File: src/sv/vlc_device_association_fsm_macros.svh
// ---------------------------------------------------------------------------
// VLC device association sequencer: assertion macros
// Property wrappers clocked on i_clk and held off during reset.
// ---------------------------------------------------------------------------
`ifndef VLC_DEVICE_ASSOCIATION_FSM_MACROS_SVH
`define VLC_DEVICE_ASSOCIATION_FSM_MACROS_SVH

`ifndef NO_ASSERTIONS

// same-cycle implication
`define VDA_ASSERT_IMP(lbl, ante, cons) \
    lbl: assert property (@(posedge i_clk) disable iff (!i_rst_n) (ante) |-> (cons)) \
        else $error("vda assertion failed");

// next-cycle implication
`define VDA_ASSERT_NXT(lbl, ante, cons) \
    lbl: assert property (@(posedge i_clk) disable iff (!i_rst_n) (ante) |=> (cons)) \
        else $error("vda assertion failed");

`else

`define VDA_ASSERT_IMP(lbl, ante, cons)
`define VDA_ASSERT_NXT(lbl, ante, cons)

`endif

`endif

File: src/sv/vda_pkg.sv
// ---------------------------------------------------------------------------
// VLC device association sequencer: package
// Word types, state and configuration records and command, action, status, phase and register index codes.
// ---------------------------------------------------------------------------
`default_nettype none

package vda_pkg;

    // command codes
    localparam logic [2:0] CMD_START     = 3'd0;
    localparam logic [2:0] CMD_TX_RESULT = 3'd1;
    localparam logic [2:0] CMD_BEACON    = 3'd2;
    localparam logic [2:0] CMD_GRANT     = 3'd3;
    localparam logic [2:0] CMD_RESP      = 3'd4;
    localparam logic [2:0] CMD_TICK      = 3'd5;

    // actions
    localparam logic [2:0] ACT_NONE       = 3'd0;
    localparam logic [2:0] ACT_ASSOC_REQ  = 3'd1;
    localparam logic [2:0] ACT_DATA_REQ   = 3'd2;
    localparam logic [2:0] ACT_RX_SLOT    = 3'd3;
    localparam logic [2:0] ACT_ACK_SLOT   = 3'd4;
    localparam logic [2:0] ACT_SEND_ACK   = 3'd5;
    localparam logic [2:0] ACT_CONFIRM    = 3'd6;

    // confirm status
    localparam logic [2:0] ST_SUCCESS     = 3'd0;
    localparam logic [2:0] ST_ACCESS_FAIL = 3'd1;
    localparam logic [2:0] ST_NO_ACK      = 3'd2;
    localparam logic [2:0] ST_NO_DATA     = 3'd3;
    localparam logic [2:0] ST_DENIED      = 3'd4;

    // tx status and response status
    localparam logic [1:0] TX_SUCCESS     = 2'd0;
    localparam logic [1:0] TX_ACCESS_FAIL = 2'd1;
    localparam logic [1:0] RESP_SUCCESS   = 2'd0;

    // phases
    localparam logic [3:0] PH_IDLE      = 4'd0;
    localparam logic [3:0] PH_TX_REQ    = 4'd1;
    localparam logic [3:0] PH_BEACON    = 4'd2;
    localparam logic [3:0] PH_POLL      = 4'd3;
    localparam logic [3:0] PH_TX_DATA   = 4'd4;
    localparam logic [3:0] PH_RX_GRANT  = 4'd5;
    localparam logic [3:0] PH_RESP      = 4'd6;
    localparam logic [3:0] PH_ACK_GRANT = 4'd7;
    localparam logic [3:0] PH_TX_ACK    = 4'd8;

    // configuration register indexes
    localparam logic [1:0] CFG_TRACK_BEACON = 2'd0;
    localparam logic [1:0] CFG_BEACON_WAIT  = 2'd1;
    localparam logic [1:0] CFG_POLL_WAIT    = 2'd2;

    localparam logic [23:0] BEACON_WAIT_RST = 24'd32;
    localparam logic [23:0] POLL_WAIT_RST   = 24'd30720;
    localparam logic [15:0] NO_ADDR         = 16'hffff;
    localparam logic [7:0]  NO_CHANNEL      = 8'hff;
    localparam logic [15:0] NO_NET_ID       = 16'h00ff;

    typedef struct packed {
        logic [2:0]  cmd;
        logic [7:0]  channel;
        logic [15:0] net_id;
        logic [63:0] coord_addr;
        logic [1:0]  coord_addr_mode;
        logic [1:0]  tx_status;
        logic        ack_pending;
        logic        listed_in_beacon;
        logic [1:0]  resp_status;
        logic [15:0] resp_short_addr;
        logic [63:0] resp_coord_ext;
    } t_in_word;

    typedef struct packed {
        logic [2:0]  action;
        logic [63:0] dest_addr;
        logic [15:0] dest_net_id;
        logic [7:0]  use_channel;
        logic [2:0]  confirm_status;
        logic [15:0] short_addr;
        logic [63:0] coord_ext_addr;
        logic        busy_res;
    } t_out_word;

    typedef struct packed {
        logic [3:0]  phase;
        logic [7:0]  saved_channel;
        logic [15:0] saved_net_id;
        logic [63:0] saved_coord;
        logic [23:0] wait_count;
        logic [15:0] given_addr;
        logic        resp_denied;
        logic [63:0] learned_ext;
    } t_state;

    typedef struct packed {
        logic        track_beacon;
        logic [23:0] beacon_wait_ticks;
        logic [23:0] poll_wait_ticks;
    } t_cfg;

endpackage

`default_nettype wire

File: src/sv/vda_in_if.sv
// ---------------------------------------------------------------------------
// VLC device association sequencer: event channel
// Valid/ready channel carrying one event word.
// ---------------------------------------------------------------------------
`default_nettype none

interface vda_in_if;
    logic              valid;
    logic              ready;
    vda_pkg::t_in_word data;

    modport source (output valid, output data, input ready);
    modport sink   (input valid, input data, output ready);
endinterface

`default_nettype wire

File: src/sv/vda_out_if.sv
// ---------------------------------------------------------------------------
// VLC device association sequencer: result channel
// Valid/ready channel carrying one result word.
// ---------------------------------------------------------------------------
`default_nettype none

interface vda_out_if;
    logic               valid;
    logic               ready;
    vda_pkg::t_out_word data;

    modport source (output valid, output data, input ready);
    modport sink   (input valid, input data, output ready);
endinterface

`default_nettype wire

File: src/sv/vda_step.sv
// ---------------------------------------------------------------------------
// VLC device association sequencer: step logic
// Next state and result word for one event against the current state.
// ---------------------------------------------------------------------------
`default_nettype none

module vda_step (
    input  vda_pkg::t_state    i_state,
    input  vda_pkg::t_cfg      i_cfg,
    input  vda_pkg::t_in_word  i_word,
    output vda_pkg::t_state    o_state,
    output vda_pkg::t_out_word o_res
);

    logic [23:0] w_cnt_inc;
    logic [23:0] w_limit;
    logic        w_timer_hit;
    logic [2:0]  w_fail_code;
    logic        w_fin;
    logic [2:0]  w_fin_status;
    logic        w_fill;
    vda_pkg::t_state    n_state;
    vda_pkg::t_out_word n_res;

    assign w_cnt_inc   = i_state.wait_count + 24'd1;
    assign w_limit     = (i_state.phase == vda_pkg::PH_BEACON) ? i_cfg.beacon_wait_ticks
                                                               : i_cfg.poll_wait_ticks;
    assign w_timer_hit = (w_cnt_inc >= w_limit);
    assign w_fail_code = (i_word.tx_status == vda_pkg::TX_ACCESS_FAIL) ? vda_pkg::ST_ACCESS_FAIL
                                                                       : vda_pkg::ST_NO_ACK;

    always_comb begin
        n_state      = i_state;
        w_fin        = 1'b0;
        w_fin_status = vda_pkg::ST_SUCCESS;
        w_fill       = 1'b0;

        n_res                = '0;
        n_res.action         = vda_pkg::ACT_NONE;
        n_res.short_addr     = vda_pkg::NO_ADDR;

        case (i_word.cmd)
            vda_pkg::CMD_START: begin
                if (i_state.phase == vda_pkg::PH_IDLE) begin
                    n_state.saved_channel = i_word.channel;
                    n_state.saved_net_id  = i_word.net_id;
                    n_state.saved_coord   = i_word.coord_addr;
                    n_state.phase         = vda_pkg::PH_TX_REQ;
                    n_res.action          = vda_pkg::ACT_ASSOC_REQ;
                    w_fill                = 1'b1;
                end
            end
            vda_pkg::CMD_TX_RESULT: begin
                case (i_state.phase)
                    vda_pkg::PH_TX_REQ: begin
                        if (i_word.tx_status == vda_pkg::TX_SUCCESS) begin
                            n_state.wait_count = '0;
                            n_state.phase      = i_cfg.track_beacon ? vda_pkg::PH_BEACON
                                                                    : vda_pkg::PH_POLL;
                        end else begin
                            w_fin        = 1'b1;
                            w_fin_status = w_fail_code;
                        end
                    end
                    vda_pkg::PH_TX_DATA: begin
                        if (i_word.tx_status != vda_pkg::TX_SUCCESS) begin
                            w_fin        = 1'b1;
                            w_fin_status = w_fail_code;
                        end else if (i_word.ack_pending) begin
                            n_state.phase = vda_pkg::PH_RX_GRANT;
                            n_res.action  = vda_pkg::ACT_RX_SLOT;
                            w_fill        = 1'b1;
                        end else begin
                            w_fin        = 1'b1;
                            w_fin_status = vda_pkg::ST_NO_DATA;
                        end
                    end
                    vda_pkg::PH_TX_ACK: begin
                        w_fin        = 1'b1;
                        w_fin_status = i_state.resp_denied ? vda_pkg::ST_DENIED
                                                           : vda_pkg::ST_SUCCESS;
                    end
                    default: ;
                endcase
            end
            vda_pkg::CMD_BEACON: begin
                if (i_state.phase == vda_pkg::PH_BEACON && i_word.listed_in_beacon) begin
                    n_state.wait_count = '0;
                    n_state.phase      = vda_pkg::PH_TX_DATA;
                    n_res.action       = vda_pkg::ACT_DATA_REQ;
                    w_fill             = 1'b1;
                end
            end
            vda_pkg::CMD_GRANT: begin
                if (i_state.phase == vda_pkg::PH_RX_GRANT) begin
                    n_state.phase = vda_pkg::PH_RESP;
                end else if (i_state.phase == vda_pkg::PH_ACK_GRANT) begin
                    n_state.phase = vda_pkg::PH_TX_ACK;
                    n_res.action  = vda_pkg::ACT_SEND_ACK;
                    w_fill        = 1'b1;
                end
            end
            vda_pkg::CMD_RESP: begin
                if (i_state.phase == vda_pkg::PH_RESP) begin
                    if (i_word.resp_status == vda_pkg::RESP_SUCCESS) begin
                        n_state.given_addr  = i_word.resp_short_addr;
                        n_state.learned_ext = i_word.resp_coord_ext;
                        n_state.resp_denied = 1'b0;
                    end else begin
                        n_state.given_addr  = vda_pkg::NO_ADDR;
                        n_state.resp_denied = 1'b1;
                    end
                    n_state.phase = vda_pkg::PH_ACK_GRANT;
                    n_res.action  = vda_pkg::ACT_ACK_SLOT;
                    w_fill        = 1'b1;
                end
            end
            vda_pkg::CMD_TICK: begin
                if (i_state.phase == vda_pkg::PH_BEACON) begin
                    n_state.wait_count = w_cnt_inc;
                    if (w_timer_hit) begin
                        w_fin        = 1'b1;
                        w_fin_status = vda_pkg::ST_NO_DATA;
                    end
                end else if (i_state.phase == vda_pkg::PH_POLL) begin
                    n_state.wait_count = w_cnt_inc;
                    if (w_timer_hit) begin
                        n_state.wait_count = '0;
                        n_state.phase      = vda_pkg::PH_TX_DATA;
                        n_res.action       = vda_pkg::ACT_DATA_REQ;
                        w_fill             = 1'b1;
                    end
                end
            end
            default: ;
        endcase

        // confirm ends the session
        if (w_fin) begin
            n_res.action         = vda_pkg::ACT_CONFIRM;
            n_res.confirm_status = w_fin_status;
            if (w_fin_status == vda_pkg::ST_SUCCESS) begin
                w_fill           = 1'b1;
                n_res.short_addr = i_state.given_addr;
            end
            n_state.phase         = vda_pkg::PH_IDLE;
            n_state.saved_channel = vda_pkg::NO_CHANNEL;
            n_state.saved_net_id  = vda_pkg::NO_NET_ID;
            n_state.wait_count    = '0;
            n_state.given_addr    = vda_pkg::NO_ADDR;
            n_state.resp_denied   = 1'b0;
        end

        // start fills from the new word, all else from the held session
        if (w_fill) begin
            if (i_word.cmd == vda_pkg::CMD_START) begin
                n_res.dest_addr   = i_word.coord_addr;
                n_res.dest_net_id = i_word.net_id;
                n_res.use_channel = i_word.channel;
            end else begin
                n_res.dest_addr   = i_state.saved_coord;
                n_res.dest_net_id = i_state.saved_net_id;
                n_res.use_channel = i_state.saved_channel;
            end
        end

        n_res.coord_ext_addr = n_state.learned_ext;
        n_res.busy_res       = (n_state.phase != vda_pkg::PH_IDLE);
    end

    assign o_state = n_state;
    assign o_res   = n_res;

endmodule

`default_nettype wire

File: src/sv/vlc_device_association_fsm.sv
// ---------------------------------------------------------------------------
// VLC device association sequencer: top level
// Device-side association procedure driven by MAC events and ticks.
// ---------------------------------------------------------------------------
// Usage:
//   i_in carries one event word (start, tx result, beacon, slot grant,
//   association response or tick); o_out returns exactly one result word per
//   event: the action to take, addressing, confirm status, short address and
//   the busy flag after the event.
//   Configuration is written on i_cfg_we with i_cfg_idx / i_cfg_data; the
//   user must do so only while the block is idle, which it does not enforce;
//   indexes beyond the register list are ignored. The event is registered,
//   then evaluated against the session state; the result word is registered.
//   Throughput: one event per cycle while o_out takes its words, with the
//   state updated between the event register and the result register.
//   A stalled o_out holds its word; the event register still takes one more
//   word, then i_in.ready drops until the result is taken.
//   Reset returns the session to idle, channel 255, network id 255, short
//   address 65535, wait registers to 32 and 30720 ticks, polling mode.
// ---------------------------------------------------------------------------
`default_nettype none

module vlc_device_association_fsm (
    input  wire logic        i_clk,
    input  wire logic        i_rst_n,
    vda_in_if.sink           i_in,
    vda_out_if.source        o_out,
    input  wire logic        i_cfg_we,
    input  wire logic [1:0]  i_cfg_idx,
    input  wire logic [23:0] i_cfg_data
);

    `include "vlc_device_association_fsm_macros.svh"

    vda_pkg::t_cfg      r_cfg;
    vda_pkg::t_state    r_st;
    vda_pkg::t_state    n_st;
    vda_pkg::t_in_word  r_s1_word;
    logic               r_s1_valid;
    vda_pkg::t_out_word r_out_word;
    vda_pkg::t_out_word n_out_word;
    logic               r_out_valid;
    logic               w_adv;
    logic               w_accept;

    assign w_adv      = r_s1_valid && (!r_out_valid || o_out.ready);
    assign i_in.ready = !r_s1_valid || w_adv;
    assign w_accept   = i_in.valid && i_in.ready;

    vda_step u_step (
        .i_state (r_st),
        .i_cfg   (r_cfg),
        .i_word  (r_s1_word),
        .o_state (n_st),
        .o_res   (n_out_word)
    );

    // configuration
    always_ff @(posedge i_clk) begin
        if (!i_rst_n) begin
            r_cfg.track_beacon      <= 1'b0;
            r_cfg.beacon_wait_ticks <= vda_pkg::BEACON_WAIT_RST;
            r_cfg.poll_wait_ticks   <= vda_pkg::POLL_WAIT_RST;
        end else if (i_cfg_we) begin
            case (i_cfg_idx)
                vda_pkg::CFG_TRACK_BEACON: r_cfg.track_beacon      <= i_cfg_data[0];
                vda_pkg::CFG_BEACON_WAIT:  r_cfg.beacon_wait_ticks <= i_cfg_data;
                vda_pkg::CFG_POLL_WAIT:    r_cfg.poll_wait_ticks   <= i_cfg_data;
                default: ;
            endcase
        end
    end

    // session state
    always_ff @(posedge i_clk) begin
        if (!i_rst_n) begin
            r_st.phase         <= vda_pkg::PH_IDLE;
            r_st.saved_channel <= vda_pkg::NO_CHANNEL;
            r_st.saved_net_id  <= vda_pkg::NO_NET_ID;
            r_st.saved_coord   <= '0;
            r_st.wait_count    <= '0;
            r_st.given_addr    <= vda_pkg::NO_ADDR;
            r_st.resp_denied   <= 1'b0;
            r_st.learned_ext   <= '0;
        end else if (w_adv) begin
            r_st <= n_st;
        end
    end

    // event register
    always_ff @(posedge i_clk) begin
        if (!i_rst_n) begin
            r_s1_valid <= 1'b0;
        end else if (w_accept) begin
            r_s1_valid <= 1'b1;
        end else if (w_adv) begin
            r_s1_valid <= 1'b0;
        end
    end

    always_ff @(posedge i_clk) begin
        if (w_accept) begin
            r_s1_word <= i_in.data;
        end
    end

    // result register
    always_ff @(posedge i_clk) begin
        if (!i_rst_n) begin
            r_out_valid <= 1'b0;
        end else if (w_adv) begin
            r_out_valid <= 1'b1;
        end else if (o_out.ready) begin
            r_out_valid <= 1'b0;
        end
    end

    always_ff @(posedge i_clk) begin
        if (w_adv) begin
            r_out_word <= n_out_word;
        end
    end

    assign o_out.valid = r_out_valid;
    assign o_out.data  = r_out_word;

    `VDA_ASSERT_NXT(a_confirm_idles, w_adv && n_out_word.action == vda_pkg::ACT_CONFIRM, r_st.phase == vda_pkg::PH_IDLE)
    `VDA_ASSERT_IMP(a_idle_clean, r_st.phase == vda_pkg::PH_IDLE, r_st.given_addr == vda_pkg::NO_ADDR && !r_st.resp_denied)
    `VDA_ASSERT_IMP(a_count_in_wait, r_st.phase != vda_pkg::PH_BEACON && r_st.phase != vda_pkg::PH_POLL, r_st.wait_count == 24'd0)
    `VDA_ASSERT_IMP(a_status_on_confirm, o_out.valid && o_out.data.action != vda_pkg::ACT_CONFIRM, o_out.data.confirm_status == vda_pkg::ST_SUCCESS)
    `VDA_ASSERT_NXT(a_event_held, r_s1_valid && !w_adv, r_s1_valid)

endmodule

`default_nettype wire

File: src/flat_wrapper.sv
// flat-port wrapper written by rule: the top's interface ports become plain ports
module vlc_device_association_fsm_flat 
  (i_clk, i_rst_n, i_cfg_we, i_cfg_idx, i_cfg_data, i_in_valid, i_in_data, i_in_ready, o_out_valid, o_out_data, o_out_ready);
  vda_in_if i_in_i ();
  vda_out_if o_out_i ();
  input  wire logic i_clk;
  input  wire logic i_rst_n;
  input  wire logic i_cfg_we;
  input  wire logic [1:0] i_cfg_idx;
  input  wire logic [23:0] i_cfg_data;
  input wire logic [$bits(i_in_i.valid)-1:0] i_in_valid;
  input wire logic [$bits(i_in_i.data)-1:0] i_in_data;
  output wire logic [$bits(i_in_i.ready)-1:0] i_in_ready;
  output wire logic [$bits(o_out_i.valid)-1:0] o_out_valid;
  output wire logic [$bits(o_out_i.data)-1:0] o_out_data;
  input wire logic [$bits(o_out_i.ready)-1:0] o_out_ready;
  assign i_in_i.valid = i_in_valid;
  assign i_in_i.data = i_in_data;
  assign i_in_ready = i_in_i.ready;
  assign o_out_valid = o_out_i.valid;
  assign o_out_data = o_out_i.data;
  assign o_out_i.ready = o_out_ready;
  vlc_device_association_fsm u_core (.i_clk(i_clk), .i_rst_n(i_rst_n), .i_in(i_in_i), .o_out(o_out_i), .i_cfg_we(i_cfg_we), .i_cfg_idx(i_cfg_idx), .i_cfg_data(i_cfg_data));
endmodule
File: config.mk
export PLATFORM = sky130hd
export DESIGN_NAME = vlc_device_association_fsm_flat
export DESIGN_NICKNAME = d
export VERILOG_FILES = /design/src/sv/vda_pkg.sv /design/src/sv/vda_in_if.sv /design/src/sv/vda_out_if.sv /design/src/sv/vda_step.sv /design/src/sv/vlc_device_association_fsm.sv /design/src/flat_wrapper.sv
export VERILOG_INCLUDE_DIRS = /design/src /design/src/sv
export SDC_FILE = /design/constraint.sdc
export NUM_CORES = 1
export LEC_CHECK = 0
export ABC_AREA = 1
export ABC_CLOCK_PERIOD_IN_PS = 8810
export BUFFER_PORTS_ARGS = -buffer_cell sky130_fd_sc_hd__buf_2
export CAP_MARGIN = 20
export CORE_UTILIZATION = 30
export DETAILED_ROUTE_END_ITERATION = 6
export HOLD_SLACK_MARGIN = 0.08
export PLACE_DENSITY_LB_ADDON = 0.2
export SLEW_MARGIN = 20
export SYNTH_ARGS = -nofsm -noshare
export SYNTH_HDL_FRONTEND = slang
export SYNTH_SLANG_ARGS = --single-unit
File: constraint.sdc
create_clock -name i_clk -period 8.81 [get_ports i_clk]
set_input_delay 0.881 -clock i_clk [delete_from_list [all_inputs] [get_ports i_clk]]
set_output_delay 0.881 -clock i_clk [all_outputs]
set_load 0.02 [all_outputs]
# == Word level (Yosys, flattened, before mapping) ==
# Index checks and enable logic that the tools add are counted.
# op_classes
addsub,1
magnitude_cmp,1
eq_ne,20
mux,75
n_reduce_logical,30
# ops
op,count
two-way mux 88 bit,2
two-way mux 24 bit,7
two-way mux 81 bit,2
two-way mux 92 bit,1
one-hot mux 24 bit (3 select lines),1
two-way mux 64 bit,1
two-way mux 41 bit,1
two-way mux 4 bit,10
two-way mux 28 bit,1
"adder 24 x 1 -> 24 bit, second input constant",1
greater-or-equal comparator 24 bit,1
one-hot mux 4 bit (6 select lines),1
two-way mux 1 bit,23
two-way mux 2 bit,11
two-way mux 3 bit,6
one-hot mux 3 bit (6 select lines),1
two-way mux 17 bit,1
"== test 4 x 3 -> 1 bit, second input constant",4
nonzero test 2 bit,7
one-hot mux 3 bit (3 select lines),1
AND reduction 3 bit,3
"== test 4 x 2 -> 1 bit, second input constant",2
one-hot mux 4 bit (2 select lines),1
AND reduction 2 bit,4
22 further kinds,34
# totals
reg_bits,600
inputBits,210
out_inout_bits,177
wordCells,158

# == Longest topological paths before layout ==
# logic_depth
depth_word,9
mapped_depth,24
mapped_depth_nobuf,24

# == Hierarchy ==
# Synthesis repeated with hierarchy kept, for this count alone.
# hier_totals
hier_cells,3353
area_unflattened_um2,28407.2
# by_module_without_submodules
mod,instances,cells_per_inst,area_each_um2,seq_area_each_um2
vlc_device_association_fsm,1,1896,21130.3,15595.0
vda_step,1,1457,7277.0,0.0

# == Least setup slack after synthesis ==
# Ideal clock, no wire load.
# synth_path
path_type,input-to-reg
from,input o_out_ready
to,register u_core.r_st[193] in the netlist's numbering
setup_ns,0.145
arrival_ns,6.726
required_ns,8.665
path_slack_ns,1.939
stages,7
n_path_buf,1
path_cell_list,inv_1 > nand2_1 > nand2_1 > inv_2 > buf_1 > o21ai_0 > a21oi_1
# synth_between
elab_chain_cells,2
# synth_rtl
item,line,source
"start, declared",flat_wrapper.sv:16,input wire logic [$bits(o_out_i.ready)-1:0] o_out_ready;
logical OR 1 bit,vlc_device_association_fsm.sv:46,assign w_adv = r_s1_valid && (!r_out_valid || o_out.ready);
logical AND 1 bit,vlc_device_association_fsm.sv:46,
net u_core.w_adv,vlc_device_association_fsm.sv:43,logic w_adv;
"end signal, assigned",vlc_device_association_fsm.sv:86,r_st <= n_st;
"end, declared",vlc_device_association_fsm.sv:36,vda_pkg::t_state r_st;
# The timed path passes the listed nets, and every way through them passes these cells.
# A chain may end at the register's enable or synchronous reset.

# == Worst setup path after layout ==
# layout_path
from,register u_core.r_st[81] in the netlist's numbering
to,"register u_core.r_out_word (netlist bit u_core.o_out.data[115]), data pin"
# layout_between
elab_chain_cells,8
elab_cells_between_ends,14
cone_classes,1 x add/sub; 1 x order compare; 11 x mux; 1 x reduce/logical
# layout_rtl
item,line,source
adder 24 x 1 -> 24 bit *,vda_step.sv:25,assign w_cnt_inc = i_state.wait_count + 24'd1;
greater-or-equal comparator 24 bit *,vda_step.sv:28,assign w_timer_hit = (w_cnt_inc >= w_limit);
two-way mux 1 bit or two-way mux 2 bit (tied branches),"vda_step.sv:121, vda_step.sv:127",
two-way mux 1 bit or two-way mux 2 bit (tied branches),"vda_step.sv:125, vda_step.sv:119",
two-way mux 1 bit or one-hot mux 3 bit (2 select lines) (tied branches),"vda_step.sv:119, vda_step.sv:42",
one-hot mux 1 bit (6 select lines) or zero test 3 bit (tied branches),"vda_step.sv:42, vda_step.sv:142",
two-way mux 1 bit,vda_step.sv:142,if (w_fin_status == vda_pkg::ST_SUCCESS) begin
two-way mux 1 bit *,vda_step.sv:139,if (w_fin) begin
"end signal, assigned",vlc_device_association_fsm.sv:120,r_out_word <= n_out_word;
"end, declared",vlc_device_association_fsm.sv:40,vda_pkg::t_out_word r_out_word;
# Mark *: on every way between the ends. The rest lies on a longest branch, timed or not.

==> results.md <==
* Min Tclk post-route at 5.22 ns
* Area leader, netlist: edfxtp_1
* H-tree levels at 3
* Number of clock sinks at 600
* HPWL after DPL at 41,000 um
* Vias in the first global route at 17,321
* Chip width at 286 um
* Vias per cell at 4.63
* Synth Flop Type: edfxtp_1
* Endpoints failing hold at 0
* Die height at 286 um
* Max Slew Vio Count at 0
* CP Max Fanout at 62
* WL per Instance at 17.3 um
* Drt first-iter violations at 880
* Yosys reg bits at 600
* P&R area growth vs syn at 21.5%
* Grt ovf at 0
* WHS Path Cells at 1
* M2 GR Usage at 24.8%
* Crit path launch type: register
* Fmax at 192 MHz
* Most instantiated cells after synthesis: 352 x edfxtp_1, 309 x nand2_1, 266 x nor2_1
* Hold Path End: u_core.r_s1_word[22]
* Final Instance Area at 29,400 um^2
* Worst vdd rail ir drop at 133 uV
* Register area share after synthesis at 64.1%
* EDFF count, synth at 352
* Crit end category: register
* Clk_lat worst skew at 0.61 ns
* Bufs on Longest Clock Path at 3
* Fillers at 7,943
* Row cnt at 103
* Die Area at 81,900 um^2
* Post-CTS Hold Buffers at 0
* Worst Path Arrival at 5.51 ns
* Post-Route WL at 64,700 um
* Slew headroom at 27.2%
* First-pass GRT wire length at 99,400 um
* Min-Delay Path Class: input pin to register
* Post-cts sizing count at 0
* Final Cycle Share at 59.2%
* Global routing usage on met1 at 19.1%
* Final TNS setup at 0 ns
* Reg2reg path depth at 19
* M3 GR Usage at 5.91%
* LEAKAGE at 12.3 nW
* Total CTS buffers at 72
* Io pins at 387
* Global Route Usage Sum at 15.5%
* Maxcap violations at 0
* Cells after synthesis at 2,281
* Placed cell areas at 27,100 um^2
* Initial Util at 30.5%
* Final Non-Filler Cells at 3,747
* Final net count at 2,866
* YS warnings at 0
* Net Switching at 0.00156 W
* GP Congestion at 0.815
* Final antenna-violating net count at 0
* Yosys top cell area share at 43.6%
* Via count at 17,350
* Root Driver: clkbuf_16
* Top-count cell post-synth: edfxtp_1
* Worst hold start: i_in_data[22]
* Worst Clk Skew at 0.0227 ns
* Critical path class: register to register
* Synth unique cells at 45
* CTS tree: done
* Async SR Flop Fraction at 0%
* Clk pwr share at 44.5%
* Fraction of layout cells with a size suffix above 1 at 24.8%
* Worst R2R Start: u_core.r_st[81]
* Initial antenna violation count at 21
* Syn Nets at 2,516
* Drt drc at 0
* Switch share at 23.8%
* Flop pwr share at 48.4%
* Pre-Repair DR Iteration Count at 5
* Worst-margin pin slew at 1.09 ns
* Clock-pin slew on the worst setup and hold paths at 0.06 ns
* Status: finished clean
* Largest net degree at the start of global routing at 111
* Setup bufs post-CTS at 0
* Pwr Density at 222 nW/um^2
* CORE AREA at 79,400 um^2
* Area contributors post-synth: edfxtp_1 44%, dfxtp_1 20%, o21ai_0 5.0%, nand2_1 4.8%, nor2_1 4.1%
* Cell Area, Synth at 24,200 um^2
* RSZ-0062 raised after global routing: no
* IO Port Bufs at 384
* GR peak layer: met2
* Combinational power share at 7.1%
* CP required at 9.10 ns
* Final setup fails at 0
* Reg2reg end: u_core.o_out.data[115]
* Cell Int Power at 0.00498 W
* Placed cell count at 3,607
* Syn_area_per_cell at 10.6 um^2
* Worst R2R Setup Slack at 3.59 ns
-- area by class of cell --
class                           count  area (um^2)  share of cell area [%]
Sequential cell                   600        15500                    52.8
Multi-Input combinational cell   1340         7310                    24.9
Timing Repair Buffer              404         2090                    7.12
Clock buffer                       91         1970                    6.71
Tap cell                         1050         1310                    4.46
Inverter                          213          821                    2.79
Clock inverter                     40          352                    1.19
Antenna cell                        9         22.5                  0.0765
-- layer usage --
metal | share of wire, % | vias to the layer above
li1 | - | 8441
met1 | 43 | 8316
met2 | 46 | 428
met3 | 8.6 | 133
met4 | 2.8 | 32
met5 | 0.30 | -
-- metrics by stage --
step	setup WS, ns	hold slack [ns]	total power (W)	utilization [%]
2_1_floorplan	1.94	0.428	0.00352	-
3_3_place_gp	3.58	0.438	0.00368	34.1
3_5_place_dp	3.61	0.444	0.00369	34.1
4_1_cts	3.57	0.391	0.00665	37.0
5_1_grt	3.13	0.392	0.00681	37.0
6_report	3.59	0.446	0.00653	37.1
-- power groups by stage --
stage	registers, W	clock network (W)	logic, W
2_1_floorplan	0.00326	0	0.000255
3_3_place_gp	0.00321	0	0.000462
3_5_place_dp	0.00322	0	0.000473
4_1_cts	0.00316	0.00301	0.000475
5_1_grt	0.00317	0.00312	0.000522
6_report	0.00316	0.00291	0.000465
-- cell families (layout without fill, tap and decap cells) --
group	Yosys count	count (layout)	share of synthesized area, %
compound gates	493	493	11.6
xor+xnor	19	19	0.687
simple gates	714	714	12.6
mux	89	89	4.01
flops	600	600	64.1
buf+inv	341	748	5.78
fa+ha+maj	25	25	1.29
other cells	0	9	0
-- worst max path at each step --
| stage | startpoint | endpoint | slack (ns) | depth (start not counted) |
|---|---|---|---|---|
| finish | u_core.r_st[81] | u_core.o_out.data[115] | 3.59 | 19 |
| global route | u_core.r_st[81] | u_core.o_out.data[115] | 3.13 | 16 |
| CTS | u_core.r_st[81] | u_core.o_out.data[106] | 3.57 | 19 |
| detailed placement | u_core.r_st[81] | u_core.o_out.data[105] | 3.61 | 19 |
| global placement | u_core.r_st[81] | u_core.o_out.data[106] | 3.58 | 19 |
| floorplan | o_out_ready | u_core.r_st[193] | 1.94 | 7 |
-- registers in the layout (all words and copies together) (netlist names) --
name                cells
u_core.o_out.valid      1
u_core.r_s1_word      177
u_core.r_st           197
u_core.o_out.data     175
u_core.r_s1_valid       1
u_core.r_cfg           49
-- placed cells by master (no fill, tap or decap), drive strengths merged, types with 7 or more instances in the layout --
cell type and n:
buf 404, nor3 19, mux2i 25, clkinv 28, a21boi 7, a21oi 199, o211ai 18, ha 25
diode 9, xor2 18, mux2 64, nand4 23, dfxtp 248, nand2 317, inv 217, nand3 63
nor2 270, o21ai 264, edfxtp 352, or2 16, clkbuf 91
-- critical path, stage by stage, from the launching register on --
cell and delay [ns]:
dfxtp_1 0.43, nand3_1 0.14, nor2_1 0.19, nand3_1 0.27
nor2_2 0.27, nand3_1 0.18, nor2_1 0.12, nand2_1 0.06
nand2_1 0.11, inv_1 0.05, ha_1 0.29, a21oi_1 0.14
o21ai_0 0.08, a21oi_1 0.21, nand3_1 0.22, nand2_1 0.24
nand2_4 0.14, nand3_4 0.58, buf_4 0.84, a21oi_1 0.19
Note: power is estimated with default switching activity, not from simulation.
